$ cat config.mk
export PLATFORM = sky130hd
export DESIGN_NAME = scalar_kalman_three_channel
export DESIGN_NICKNAME = d
export VERILOG_FILES = /design/src/skf_pkg.sv /design/src/skf_div.sv /design/src/scalar_kalman_three_channel.sv
export SDC_FILE = /design/constraint.sdc
export NUM_CORES = 2
export LEC_CHECK = 0
export BUFFER_PORTS_ARGS = -buffer_cell sky130_fd_sc_hd__buf_2
export CAP_MARGIN = 10
export CORE_ASPECT_RATIO = 1.4
export CORE_MARGIN = 1
export CORE_UTILIZATION = 55
export CTS_BUF_LIST = sky130_fd_sc_hd__clkbuf_16
export DETAILED_ROUTE_END_ITERATION = 8
export GPL_ROUTABILITY_DRIVEN = 0
export PLACE_DENSITY_LB_ADDON = 0.05
export SLEW_MARGIN = 15
export SYNTH_ARGS = -nofsm -noshare
export SYNTH_HDL_FRONTEND = slang
export SYNTH_SLANG_ARGS = --single-unit
$ cat constraint.sdc
create_clock -name clk -period 15.03 [get_ports clk]
set_input_delay 3.006 -clock clk [delete_from_list [all_inputs] [get_ports clk]]
set_output_delay 3.006 -clock clk [all_outputs]
set_load 0.05 [all_outputs]
$ cat src/skf_pkg.sv
// Shared types and constants for the three-channel scalar Kalman filter.
`timescale 1ns / 1ps

package skf_pkg;

    // Default fixed-point format
    localparam int FRAC_BITS_DEF  = 16;
    localparam int DATA_WIDTH_DEF = 32;

    // Fixed field widths
    localparam int FIELD_W   = 32;
    localparam int REG_W     = 21;
    localparam int CFG_IDX_W = 3;
    localparam int NCHAN     = 3;

    // Configuration register indexes
    localparam logic [CFG_IDX_W-1:0] REG_Q_ANGLE   = 3'd0;
    localparam logic [CFG_IDX_W-1:0] REG_Q_SHIFT_X = 3'd1;
    localparam logic [CFG_IDX_W-1:0] REG_Q_SHIFT_Y = 3'd2;
    localparam logic [CFG_IDX_W-1:0] REG_R_ANGLE   = 3'd3;
    localparam logic [CFG_IDX_W-1:0] REG_R_SHIFT_X = 3'd4;
    localparam logic [CFG_IDX_W-1:0] REG_R_SHIFT_Y = 3'd5;

    // Sequencer states
    typedef enum logic [2:0] {
        ST_IDLE,
        ST_PRED,
        ST_DEN,
        ST_DIV,
        ST_MUL,
        ST_EST,
        ST_COV,
        ST_DONE
    } skf_state_t;

endpackage

$ cat src/skf_div.sv
// Restoring shift-subtract divider producing the Kalman gain, one quotient bit per cycle.
`timescale 1ns / 1ps

module skf_div #(
    parameter int NUM_W = 32,
    parameter int DEN_W = 33,
    parameter int Q_W   = 17
) (
    input  logic             clk,
    input  logic             rst_n,
    input  logic             start,
    input  logic [NUM_W-1:0] num,
    input  logic [DEN_W-1:0] den,
    output logic             done,
    output logic [Q_W-1:0]   quot
);

    localparam int CntW = $clog2(Q_W + 1);

    logic [DEN_W:0]   rem_reg, rem_next;
    logic [DEN_W-1:0] den_reg;
    logic [Q_W-1:0]   quot_reg, quot_next;
    logic [CntW-1:0]  cnt_reg;
    logic             busy_reg;
    logic             done_reg;
    logic [DEN_W:0]   trial;
    logic             ge;

    // One compare/subtract step; quotient weight starts at 2^(Q_W-1)
    always_comb
    begin
        trial     = rem_reg - {1'b0, den_reg};
        ge        = (rem_reg >= {1'b0, den_reg});
        rem_next  = ge ? {trial[DEN_W-1:0], 1'b0} : {rem_reg[DEN_W-1:0], 1'b0};
        quot_next = {quot_reg[Q_W-2:0], ge};
    end

    // Control
    always_ff @(posedge clk or negedge rst_n)
    begin
        if (!rst_n)
        begin
            busy_reg <= 1'b0;
            done_reg <= 1'b0;
            cnt_reg  <= '0;
        end
        else
        begin
            // one-cycle pulse after the last step
            done_reg <= busy_reg && !start && (cnt_reg == CntW'(1));
            if (start)
            begin
                busy_reg <= 1'b1;
                cnt_reg  <= CntW'(Q_W);
            end
            else if (busy_reg)
            begin
                cnt_reg <= cnt_reg - 1'b1;
                if (cnt_reg == CntW'(1))
                    busy_reg <= 1'b0;
            end
        end
    end

    // Datapath
    always_ff @(posedge clk)
    begin
        if (start)
        begin
            rem_reg <= (DEN_W + 1)'(num);
            den_reg <= den;
        end
        else if (busy_reg)
        begin
            rem_reg  <= rem_next;
            quot_reg <= quot_next;
        end
    end

    assign done = done_reg;
    assign quot = quot_reg;

endmodule

$ cat src/scalar_kalman_three_channel.sv
// Top level: three scalar random-walk Kalman filters sharing one divider and one multiplier.
`timescale 1ns / 1ps

// Three independent scalar Kalman filters (angle, x shift, y shift) in Q16.16 by
// default. Each input transfer carries a prior and a measurement per channel; the
// block updates est = prior + g*(meas - prior) with g = p'/(p'+r), p' = p + q, and keeps
// p = (1 - g)*p' per channel (reset 1.0). Channels run one after another through a
// single restoring divider (FRAC_BITS+1 steps) and one shared multiplier. For each
// channel the sequencer steps through PRED, DEN, DIV, MUL, EST and COV; after the last
// channel it enters DONE, loads the output register and returns to IDLE, where the next
// item can be taken. A channel whose denominator is zero skips the divider (gain 0).
// A new item is taken as soon as the previous one is finished, even while its
// result still waits in the output register; an item whose result is ready while
// the previous one is still unaccepted waits for it.
// Configuration registers (q: indexes 0-2, r: indexes 3-5) are written with cfg_we and
// must only change while the block is idle; unknown indexes are ignored.

module scalar_kalman_three_channel #(
    parameter int FRAC_BITS  = skf_pkg::FRAC_BITS_DEF,
    parameter int DATA_WIDTH = skf_pkg::DATA_WIDTH_DEF
) (
    input  logic                                clk,
    input  logic                                rst_n,
    // configuration
    input  logic                                cfg_we,
    input  logic [skf_pkg::CFG_IDX_W-1:0]       cfg_index,
    input  logic [skf_pkg::REG_W-1:0]           cfg_data,
    // input channel
    input  logic                                in_valid,
    output logic                                in_ready,
    input  logic signed [skf_pkg::FIELD_W-1:0]  prior_angle,
    input  logic signed [skf_pkg::FIELD_W-1:0]  prior_shift_x,
    input  logic signed [skf_pkg::FIELD_W-1:0]  prior_shift_y,
    input  logic signed [skf_pkg::FIELD_W-1:0]  meas_angle,
    input  logic signed [skf_pkg::FIELD_W-1:0]  meas_shift_x,
    input  logic signed [skf_pkg::FIELD_W-1:0]  meas_shift_y,
    // output channel
    output logic                                out_valid,
    input  logic                                out_ready,
    output logic signed [skf_pkg::FIELD_W-1:0]  est_angle,
    output logic signed [skf_pkg::FIELD_W-1:0]  est_shift_x,
    output logic signed [skf_pkg::FIELD_W-1:0]  est_shift_y
);

    localparam int FieldW = skf_pkg::FIELD_W;
    localparam int NChan  = skf_pkg::NCHAN;
    localparam int ChW    = $clog2(NChan);
    localparam int NoiseW = (FRAC_BITS > skf_pkg::REG_W) ? FRAC_BITS : skf_pkg::REG_W;
    localparam int CovW   = (DATA_WIDTH - 1 > FRAC_BITS + 1) ? DATA_WIDTH - 1 : FRAC_BITS + 1;
    localparam int PpW    = ((CovW > NoiseW) ? CovW : NoiseW) + 1;
    localparam int DenW   = PpW + 1;
    localparam int GainW  = FRAC_BITS + 1;
    localparam int DiffW  = FieldW + 1;
    localparam int MulAW  = GainW + 1;
    localparam int MulBW  = (PpW + 1 > DiffW) ? PpW + 1 : DiffW;
    localparam int ProdW  = MulAW + MulBW;
    localparam int SatW   = ProdW + 1;
    localparam int NcW    = ProdW - FRAC_BITS;

    localparam logic [NoiseW-1:0] QReset   = NoiseW'(((1 << FRAC_BITS) * 4 + 500) / 1000);
    localparam logic [NoiseW-1:0] RReset   = NoiseW'(1 << (FRAC_BITS - 1));
    localparam logic [CovW-1:0]   CovReset = CovW'(1 << FRAC_BITS);
    localparam logic [GainW-1:0]  GainOne  = GainW'(1 << FRAC_BITS);

    skf_pkg::skf_state_t state_reg, state_next;

    logic [NoiseW-1:0]       q_reg [NChan];
    logic [NoiseW-1:0]       r_reg [NChan];
    logic [CovW-1:0]         cov_reg [NChan];
    logic signed [FieldW-1:0] prior_reg [NChan];
    logic signed [FieldW-1:0] meas_reg [NChan];
    logic [FieldW-1:0]       est_reg [NChan];
    logic [FieldW-1:0]       est_angle_reg, est_shift_x_reg, est_shift_y_reg;
    logic                    out_valid_reg;
    logic [ChW-1:0]          ch_reg;

    logic [PpW-1:0]          pp_reg, pp_next;
    logic [DenW-1:0]         den_next;
    logic signed [DiffW-1:0] diff_reg, diff_next;
    logic [GainW-1:0]        gain_reg;
    logic signed [ProdW-1:0] prod_reg, mul_p;
    logic signed [MulAW-1:0] mul_a;
    logic signed [MulBW-1:0] mul_b;

    logic signed [ProdW-1:0] prod_shr;
    logic signed [SatW-1:0]  sum_ext, est_smax, est_smin, est_sat;
    logic [FieldW-1:0]       est_next;
    logic [NcW-1:0]          nc_full, cov_max;
    logic [CovW-1:0]         cov_next;

    logic                    div_start;
    logic                    div_done;
    logic [GainW-1:0]        div_quot;
    logic                    out_free;
    logic                    last_ch;

    // Gain divider
    skf_div #(
        .NUM_W (PpW),
        .DEN_W (DenW),
        .Q_W   (GainW)
    ) u_div (
        .clk   (clk),
        .rst_n (rst_n),
        .start (div_start),
        .num   (pp_reg),
        .den   (den_next),
        .done  (div_done),
        .quot  (div_quot)
    );

    // Prediction, denominator and innovation
    always_comb
    begin
        pp_next   = PpW'(cov_reg[ch_reg]) + PpW'(q_reg[ch_reg]);
        den_next  = DenW'(pp_reg) + DenW'(r_reg[ch_reg]);
        diff_next = DiffW'(meas_reg[ch_reg]) - DiffW'(prior_reg[ch_reg]);
    end

    // Shared multiplier: gain*innovation, then (1 - gain)*p'
    always_comb
    begin
        if (state_reg == skf_pkg::ST_MUL)
        begin
            mul_a = {1'b0, gain_reg};
            mul_b = MulBW'(diff_reg);
        end
        else
        begin
            mul_a = {1'b0, GainOne - gain_reg};
            mul_b = MulBW'(pp_reg);
        end
        mul_p = mul_a * mul_b;
    end

    // Estimate: floor shift, add prior, saturate to DATA_WIDTH
    always_comb
    begin
        prod_shr = prod_reg >>> FRAC_BITS;
        sum_ext  = SatW'(prod_shr) + SatW'(prior_reg[ch_reg]);
        est_smax = {{(SatW - DATA_WIDTH + 1){1'b0}}, {(DATA_WIDTH - 1){1'b1}}};
        est_smin = ~est_smax;
        if (sum_ext > est_smax)
            est_sat = est_smax;
        else if (sum_ext < est_smin)
            est_sat = est_smin;
        else
            est_sat = sum_ext;
        est_next = est_sat[FieldW-1:0];
    end

    // Covariance update, saturated to the signed maximum
    always_comb
    begin
        nc_full = prod_reg[ProdW-1:FRAC_BITS];
        cov_max = {{(NcW - DATA_WIDTH + 1){1'b0}}, {(DATA_WIDTH - 1){1'b1}}};
        if (nc_full > cov_max)
            cov_next = cov_max[CovW-1:0];
        else
            cov_next = nc_full[CovW-1:0];
    end

    assign out_free = !out_valid_reg || out_ready;
    assign last_ch  = (ch_reg == ChW'(NChan - 1));

    // Sequencer next state
    always_comb
    begin
        state_next = state_reg;
        div_start  = 1'b0;
        case (state_reg)
            skf_pkg::ST_IDLE:
            begin
                if (in_valid)
                    state_next = skf_pkg::ST_PRED;
            end
            skf_pkg::ST_PRED:
                state_next = skf_pkg::ST_DEN;
            skf_pkg::ST_DEN:
            begin
                if (den_next == '0)
                    state_next = skf_pkg::ST_MUL;
                else
                begin
                    div_start  = 1'b1;
                    state_next = skf_pkg::ST_DIV;
                end
            end
            skf_pkg::ST_DIV:
            begin
                if (div_done)
                    state_next = skf_pkg::ST_MUL;
            end
            skf_pkg::ST_MUL:
                state_next = skf_pkg::ST_EST;
            skf_pkg::ST_EST:
                state_next = skf_pkg::ST_COV;
            skf_pkg::ST_COV:
                state_next = last_ch ? skf_pkg::ST_DONE : skf_pkg::ST_PRED;
            skf_pkg::ST_DONE:
            begin
                if (out_free)
                    state_next = skf_pkg::ST_IDLE;
            end
            default:
                state_next = skf_pkg::ST_IDLE;
        endcase
    end

    // State register
    always_ff @(posedge clk or negedge rst_n)
    begin
        if (!rst_n)
            state_reg <= skf_pkg::ST_IDLE;
        else
            state_reg <= state_next;
    end

    // Configuration registers
    always_ff @(posedge clk or negedge rst_n)
    begin
        if (!rst_n)
        begin
            for (int i = 0; i < NChan; i++)
            begin
                q_reg[i] <= QReset;
                r_reg[i] <= RReset;
            end
        end
        else if (cfg_we)
        begin
            case (cfg_index)
                skf_pkg::REG_Q_ANGLE:   q_reg[0] <= NoiseW'(cfg_data);
                skf_pkg::REG_Q_SHIFT_X: q_reg[1] <= NoiseW'(cfg_data);
                skf_pkg::REG_Q_SHIFT_Y: q_reg[2] <= NoiseW'(cfg_data);
                skf_pkg::REG_R_ANGLE:   r_reg[0] <= NoiseW'(cfg_data);
                skf_pkg::REG_R_SHIFT_X: r_reg[1] <= NoiseW'(cfg_data);
                skf_pkg::REG_R_SHIFT_Y: r_reg[2] <= NoiseW'(cfg_data);
                default: ;
            endcase
        end
    end

    // Covariances, channel counter, output valid
    always_ff @(posedge clk or negedge rst_n)
    begin
        if (!rst_n)
        begin
            for (int i = 0; i < NChan; i++)
                cov_reg[i] <= CovReset;
            ch_reg        <= '0;
            out_valid_reg <= 1'b0;
        end
        else
        begin
            if (state_reg == skf_pkg::ST_IDLE)
                ch_reg <= '0;
            if (state_reg == skf_pkg::ST_COV)
            begin
                cov_reg[ch_reg] <= cov_next;
                ch_reg          <= ch_reg + 1'b1;
            end
            if (state_reg == skf_pkg::ST_DONE && out_free)
                out_valid_reg <= 1'b1;
            else if (out_ready)
                out_valid_reg <= 1'b0;
        end
    end

    // Payload datapath
    always_ff @(posedge clk)
    begin
        case (state_reg)
            skf_pkg::ST_IDLE:
            begin
                if (in_valid)
                begin
                    prior_reg[0] <= prior_angle;
                    prior_reg[1] <= prior_shift_x;
                    prior_reg[2] <= prior_shift_y;
                    meas_reg[0]  <= meas_angle;
                    meas_reg[1]  <= meas_shift_x;
                    meas_reg[2]  <= meas_shift_y;
                end
            end
            skf_pkg::ST_PRED:
            begin
                pp_reg   <= pp_next;
                diff_reg <= diff_next;
            end
            skf_pkg::ST_DEN:
            begin
                if (den_next == '0)
                    gain_reg <= '0;
            end
            skf_pkg::ST_DIV:
            begin
                if (div_done)
                    gain_reg <= div_quot;
            end
            skf_pkg::ST_MUL:
                prod_reg <= mul_p;
            skf_pkg::ST_EST:
            begin
                est_reg[ch_reg] <= est_next;
                prod_reg        <= mul_p;
            end
            skf_pkg::ST_DONE:
            begin
                if (out_free)
                begin
                    est_angle_reg   <= est_reg[0];
                    est_shift_x_reg <= est_reg[1];
                    est_shift_y_reg <= est_reg[2];
                end
            end
            default: ;
        endcase
    end

    assign in_ready    = (state_reg == skf_pkg::ST_IDLE);
    assign out_valid   = out_valid_reg;
    assign est_angle   = est_angle_reg;
    assign est_shift_x = est_shift_x_reg;
    assign est_shift_y = est_shift_y_reg;

endmodule

After elaboration in Yosys (flattened, before gate mapping):

Memory sizes are Yosys's and may differ from the RTL's. A register that Yosys moved wholly into a read port is not among the register bits.
Cells that the tools add are included.

* $add $sub $neg: 8
* $mul: 1
* magnitude comparators: 6
* equal/unequal tests: 18
* muxes and demuxes: 45
* bitwise operators: 2
* reductions and logical operators: 25

Operator list (number)
* $mux W32: 4
* $mux W31: 4
* $bwmux W93: 1
* $bmux W21 S2: 2
* $mux W21: 4
* $bmux W31 S2: 1
* $demux W31 S2: 1
* $mul A18 B33 Y51: 1
* $mux W17: 3
* $add A35 B32 Y36: 1
* $gt A36 B32 Y1 const B: 1
* $lt A36 B32 Y1 const B: 1
* $gt A35 B31 Y1 const B: 1
* $ge A34 B33 Y1: 1
* $mux W34: 1
* $pmux W17 S2: 1
* $add A32 B21 Y33: 1
* $logic_not A33 Y1: 1
* $mux W33: 1
* $sub A32 B32 Y33: 1
* $sub A33 B33 Y33: 1
* $add A31 B21 Y32: 1
* $pmux W3 S8: 1
* $eq A3 B3 Y1 const B: 6
* 25 further kinds: 64

* bits in registers: 449
* RAM bits: 288
* input port bits: 221
* output and inout bits: 98
* logic and storage cells: 131
* memories kept: 3

Memories
* est_reg: words 3, width 32, rd ports 3, clocked after memory_dff 3, write ports 1, RTL line scalar_kalman_three_channel.sv:72 `logic [FieldW-1:0] est_reg [NChan];`
* meas_reg: words 3, width 32, rd ports 1, clocked after memory_dff 0, write ports 3, RTL line scalar_kalman_three_channel.sv:71 `logic signed [FieldW-1:0] meas_reg [NChan];`
* prior_reg: words 3, width 32, rd ports 1, clocked after memory_dff 0, write ports 3, RTL line scalar_kalman_three_channel.sv:70 `logic signed [FieldW-1:0] prior_reg [NChan];`

Depth between registers and ports, before layout:

* word-level depth: 11
* depth in mapped cells: 33
* depth with buffers taken out: 31

Modules after synthesis:

Synthesis repeated with hierarchy kept, for this count alone.

* cell total of the unflattened synthesis: 5395
* area total of the unflattened synthesis: 57809.2 µm²

Modules (own cells, without submodules)
* scalar_kalman_three_channel: times used 1, cells an instance 4895, area each 52400.3 µm², seq. area each 20693.6 µm²
* skf_div: times used 1, cells an instance 500, area each 5408.9 µm², seq. area each 2677.6 µm²

Worst setup path before layout:

Ideal clock, no wire load.

* kind: flip-flop to flip-flop
* start: register state_reg[2]
* end: register prod_reg[50] (data pin)
* library setup time: 0.262 ns
* arrival: 8.853 ns
* data required time: 14.768 ns
* slack: 5.914 ns
* cell stages (with the launch flop): 31
* path buffers: 4
* period minus slack after synthesis: 9.116 ns
* cell sequence: dfrtp_1 clkbuf_1 inv_1 nor3_1 clkbuf_1 buf_1 clkbuf_1 mux2i_1 nor2_1 fa_1 inv_1 fa_1 fa_1 inv_1 fa_1 fa_1 inv_1 fa_1 inv_1 ha_1 a21o_1 a21oi_1 o21ai_0 a211oi_1 a21boi_0 a311o_1 o31a_1 nor4_1 o311ai_0 a21oi_1 xor2_1

* word-level cells in the longest chain between the ends: 3
* elaborated cells on any way between the ends: 4
* classes of those cells: mul (1); eq/ne (1); mux (2)

RTL lines
* start: declaration: RTL line scalar_kalman_three_channel.sv:65 `skf_pkg::skf_state_t state_reg, state_next;`
* start signal: assignment: RTL line scalar_kalman_three_channel.sv:214 `state_reg <= skf_pkg::ST_IDLE;`
* start signal: assignment: RTL line scalar_kalman_three_channel.sv:216 `state_reg <= state_next;`
* $eq A3 B3 Y1 *: RTL line scalar_kalman_three_channel.sv:123 `if (state_reg == skf_pkg::ST_MUL)`
* $mux W17 or $mux W33 (tied branches): RTL line scalar_kalman_three_channel.sv:123
* $mul A18 B33 Y51 *: RTL line scalar_kalman_three_channel.sv:133 `mul_p = mul_a * mul_b;`
* named net mul_p[50]: RTL line scalar_kalman_three_channel.sv:81 `logic signed [ProdW-1:0] prod_reg, mul_p;`
* end signal: assignment: RTL line scalar_kalman_three_channel.sv:302 `prod_reg <= mul_p;`
* end signal: assignment: RTL line scalar_kalman_three_channel.sv:306 `prod_reg <= mul_p;`
* end: declaration: RTL line scalar_kalman_three_channel.sv:81

Mark *: on every way through the listed nets, which the timed path passes. The rest lies on a longest branch.
A chain may end at the register's enable or synchronous reset.

Final worst setup path:

* start: register state_reg[0]
* end: register prod_reg[50] (data pin)

The elaborated chain is that of the path after synthesis.

==> results.json <==
{
  "finalCritPeriodShare_pct": 69.7,
  "place_ws_ps": 4580,
  "ios": 319,
  "synth_area_um2": 57400,
  "setup_ws_ps": 4550,
  "grt_pass1_wl_um": 245000,
  "areaGrowthSynthToFinish_pct": 10.4,
  "crit_slowest_cell": "dfrtp_1",
  "numClockSinks": 817,
  "slew_headroom_pct": 19.6,
  "cts_resized": 0,
  "rows": 139,
  "drt-initial-drc-count": 2778,
  "cts_setup_buffers": 0,
  "final-setup-viol-count": 0,
  "postCtsHoldBufs": 0,
  "antenna_found_initial": 15,
  "die_x_um": 275,
  "tritoncts": "built",
  "stdcell_count": 6990,
  "synth_edf_count": 583,
  "rsz0062_at_grt": "no",
  "yosys_warnings": 0,
  "clk_latency_ps": 690,
  "final_layout_size_suffix_gt1_share_pct": 12.8,
  "final.setup.tns_ps": 0,
  "final_max_slew_viol_count": 0,
  "netlist.area_leader.share_pct": 30.5,
  "fillerInstances": 8511,
  "whs_ps": 408,
  "clk_transition_reported_paths_ps": 60,
  "first_pass_iters": 6,
  "cp.required_ps": 15440,
  "fin_nets": 6600,
  "hp-class": "register to register",
  "coreArea_um2": 103000,
  "drcViolationCount": 0,
  "worst_pin_slew_ps": 1190,
  "grt_use_total_pct": 31.3,
  "vias_per_cell": 5.69,
  "vias": 39804,
  "start_util_pct": 55.8,
  "yosys_register_bits": 817,
  "critical_path_class": "register to register",
  "wire_per_inst_um": 23.0,
  "hold_viol": 0,
  "cp-start-kind": "register",
  "seqCellArea_um2": 23400,
  "timing.fmax_mhz": 95.4,
  "path_buf_inv": 7,
  "layout_min_cycle_time_ps": 10480,
  "clock-skew-final_ps": 59.5,
  "cts_root_buffer": "clkbuf_16",
  "cap_viol_max_count": 0,
  "synth_flop_cell": "edfxtp_1",
  "grt_pass1_vias": 41028,
  "cp_top_family": "adder cells",
  "wirelength_um": 161000,
  "cts.htree.levels": 3,
  "overflow": 0,
  "cts_made_buffers": 78,
  "clockBufferDepth": 3,
  "synth.area.top_cells": "edfxtp_1 (30%), fa_1 (19%), dfrtp_1 (9.5%)",
  "place_inst": 6834,
  "multi_input_area_um2": 30600,
  "dpl.hpwl_um": 126000,
  "port_buffers": 318,
  "synth_top_cell_by_area": "edfxtp_1",
  "cp_common_cell": "fa_1",
  "yosysSeqAreaShare_pct": 40.7,
  "grt_start_max_net_pins": 133,
  "dieArea_um2": 106000,
  "die_h_um": 384,
  "synth.distinct_cells": 84,
  "arrival_ps": 10890,
  "crit_fanout": 63,
  "ir_drop_mv": 0.123,
  "slowest_delay_ps": 760,
  "syn_inst": 5315,
  "synthArstFlopShare_pct": 28.4,
  "p_per_area_nw_per_um2": 77.9,
  "syn_avg_cell_area_um2": 10.8,
  "status": "finished clean",
  "synthesis.nets": 6340,
  "endpoint_kind": "register",
  "p_leak_nw": 27.9,
  "final_antenna_net_count": 0
}
## layout by cell type (no fill, tap or decap), types with 156 or more instances in the layout
cell and instances:
nor2_1 343, dfrtp_1 215, buf_2 317, inv_1 785, edfxtp_1 583, nand2_1 725
mux2_2 156, fa_1 539, o21ai_0 335, mux2i_1 174, ha_1 265
## report_power, final
part	internal (W)	switching, W
Clock	0.00114	0.000889
Combinational	0.000171	0.000208
Sequential	0.00249	0.0000359
Total	0.00380	0.00113
## synthesized netlist by cell type (70+ instances only)
cell and instances:
a21o_1 73, a21oi_1 141, clkbuf_1 180, dfrtp_1 217
edfxtp_1 583, fa_1 539, ha_1 265, inv_1 766
mux2_2 156, mux2i_1 174, nand2_1 726, nor2_1 345
o21a_1 70, o21ai_0 338, xnor2_1 116, xor2_1 72
## cell families (layout without fill, tap and decap cells)
family                     Yosys count  in the layout  synth area share, %
and+or+nand+nor                   1382           1382                 10.4
muxes                              357            357                 6.62
adders and majority gates          804            804                 24.6
xor gates and xnor gates           188            188                 2.87
buffers and inverters              973           1297                 6.43
other                                0             12                    0
DFF                                817            817                 40.7
AOI/OAI and AO/OA                  794            794                 8.41
## per-stage QoR
step,total power [W],cell area [um2],util (%)
floorplan,0.00281,57400,-
global placement,0.00294,60700,58.9
detailed placement,0.00295,60700,58.9
CTS,0.00497,63300,61.5
global route,0.00509,63300,61.5
finish,0.00494,63400,61.5
## cell type report
| type | instances | share of cell area, % |
|---|---|---|
| Multi-Input combinational cell | 3525 | 48.4 |
| Clock inverter | 64 | 1.02 |
| Timing Repair Buffer | 386 | 3.33 |
| Inverter | 767 | 4.54 |
| Tap cell | 1339 | 2.64 |
| Antenna cell | 12 | 0.0474 |
| Clock buffer | 80 | 3.16 |
| Sequential cell | 817 | 36.9 |
## path summary, 6_finish.rpt
| check | depth (start not counted) | from | to | slack [ps] |
|---|---|---|---|---|
| max | 30 | state_reg[0] | prod_reg[50] | 4550 |
| max reg2reg | 30 | state_reg[0] | prod_reg[50] | 4550 |
| min | 0 | est_reg[2][7] | est_shift_y[7] | 410 |
| min in group asynchronous | 1 | rst_n | r_reg[51] | 2390 |
| max in group asynchronous | 3 | rst_n | cov_reg[27] | 10500 |
| min reg2reg | 0 | est_reg[2][7] | est_shift_y[7] | 410 |
## metal layers
metal	wire length (um)	GRT usage [%]
met1	62600	39.0
met2	80200	53.6
met5	39	0
met3	9080	4.20
met4	8710	15.4
Power figures use the tool's default switching activity.
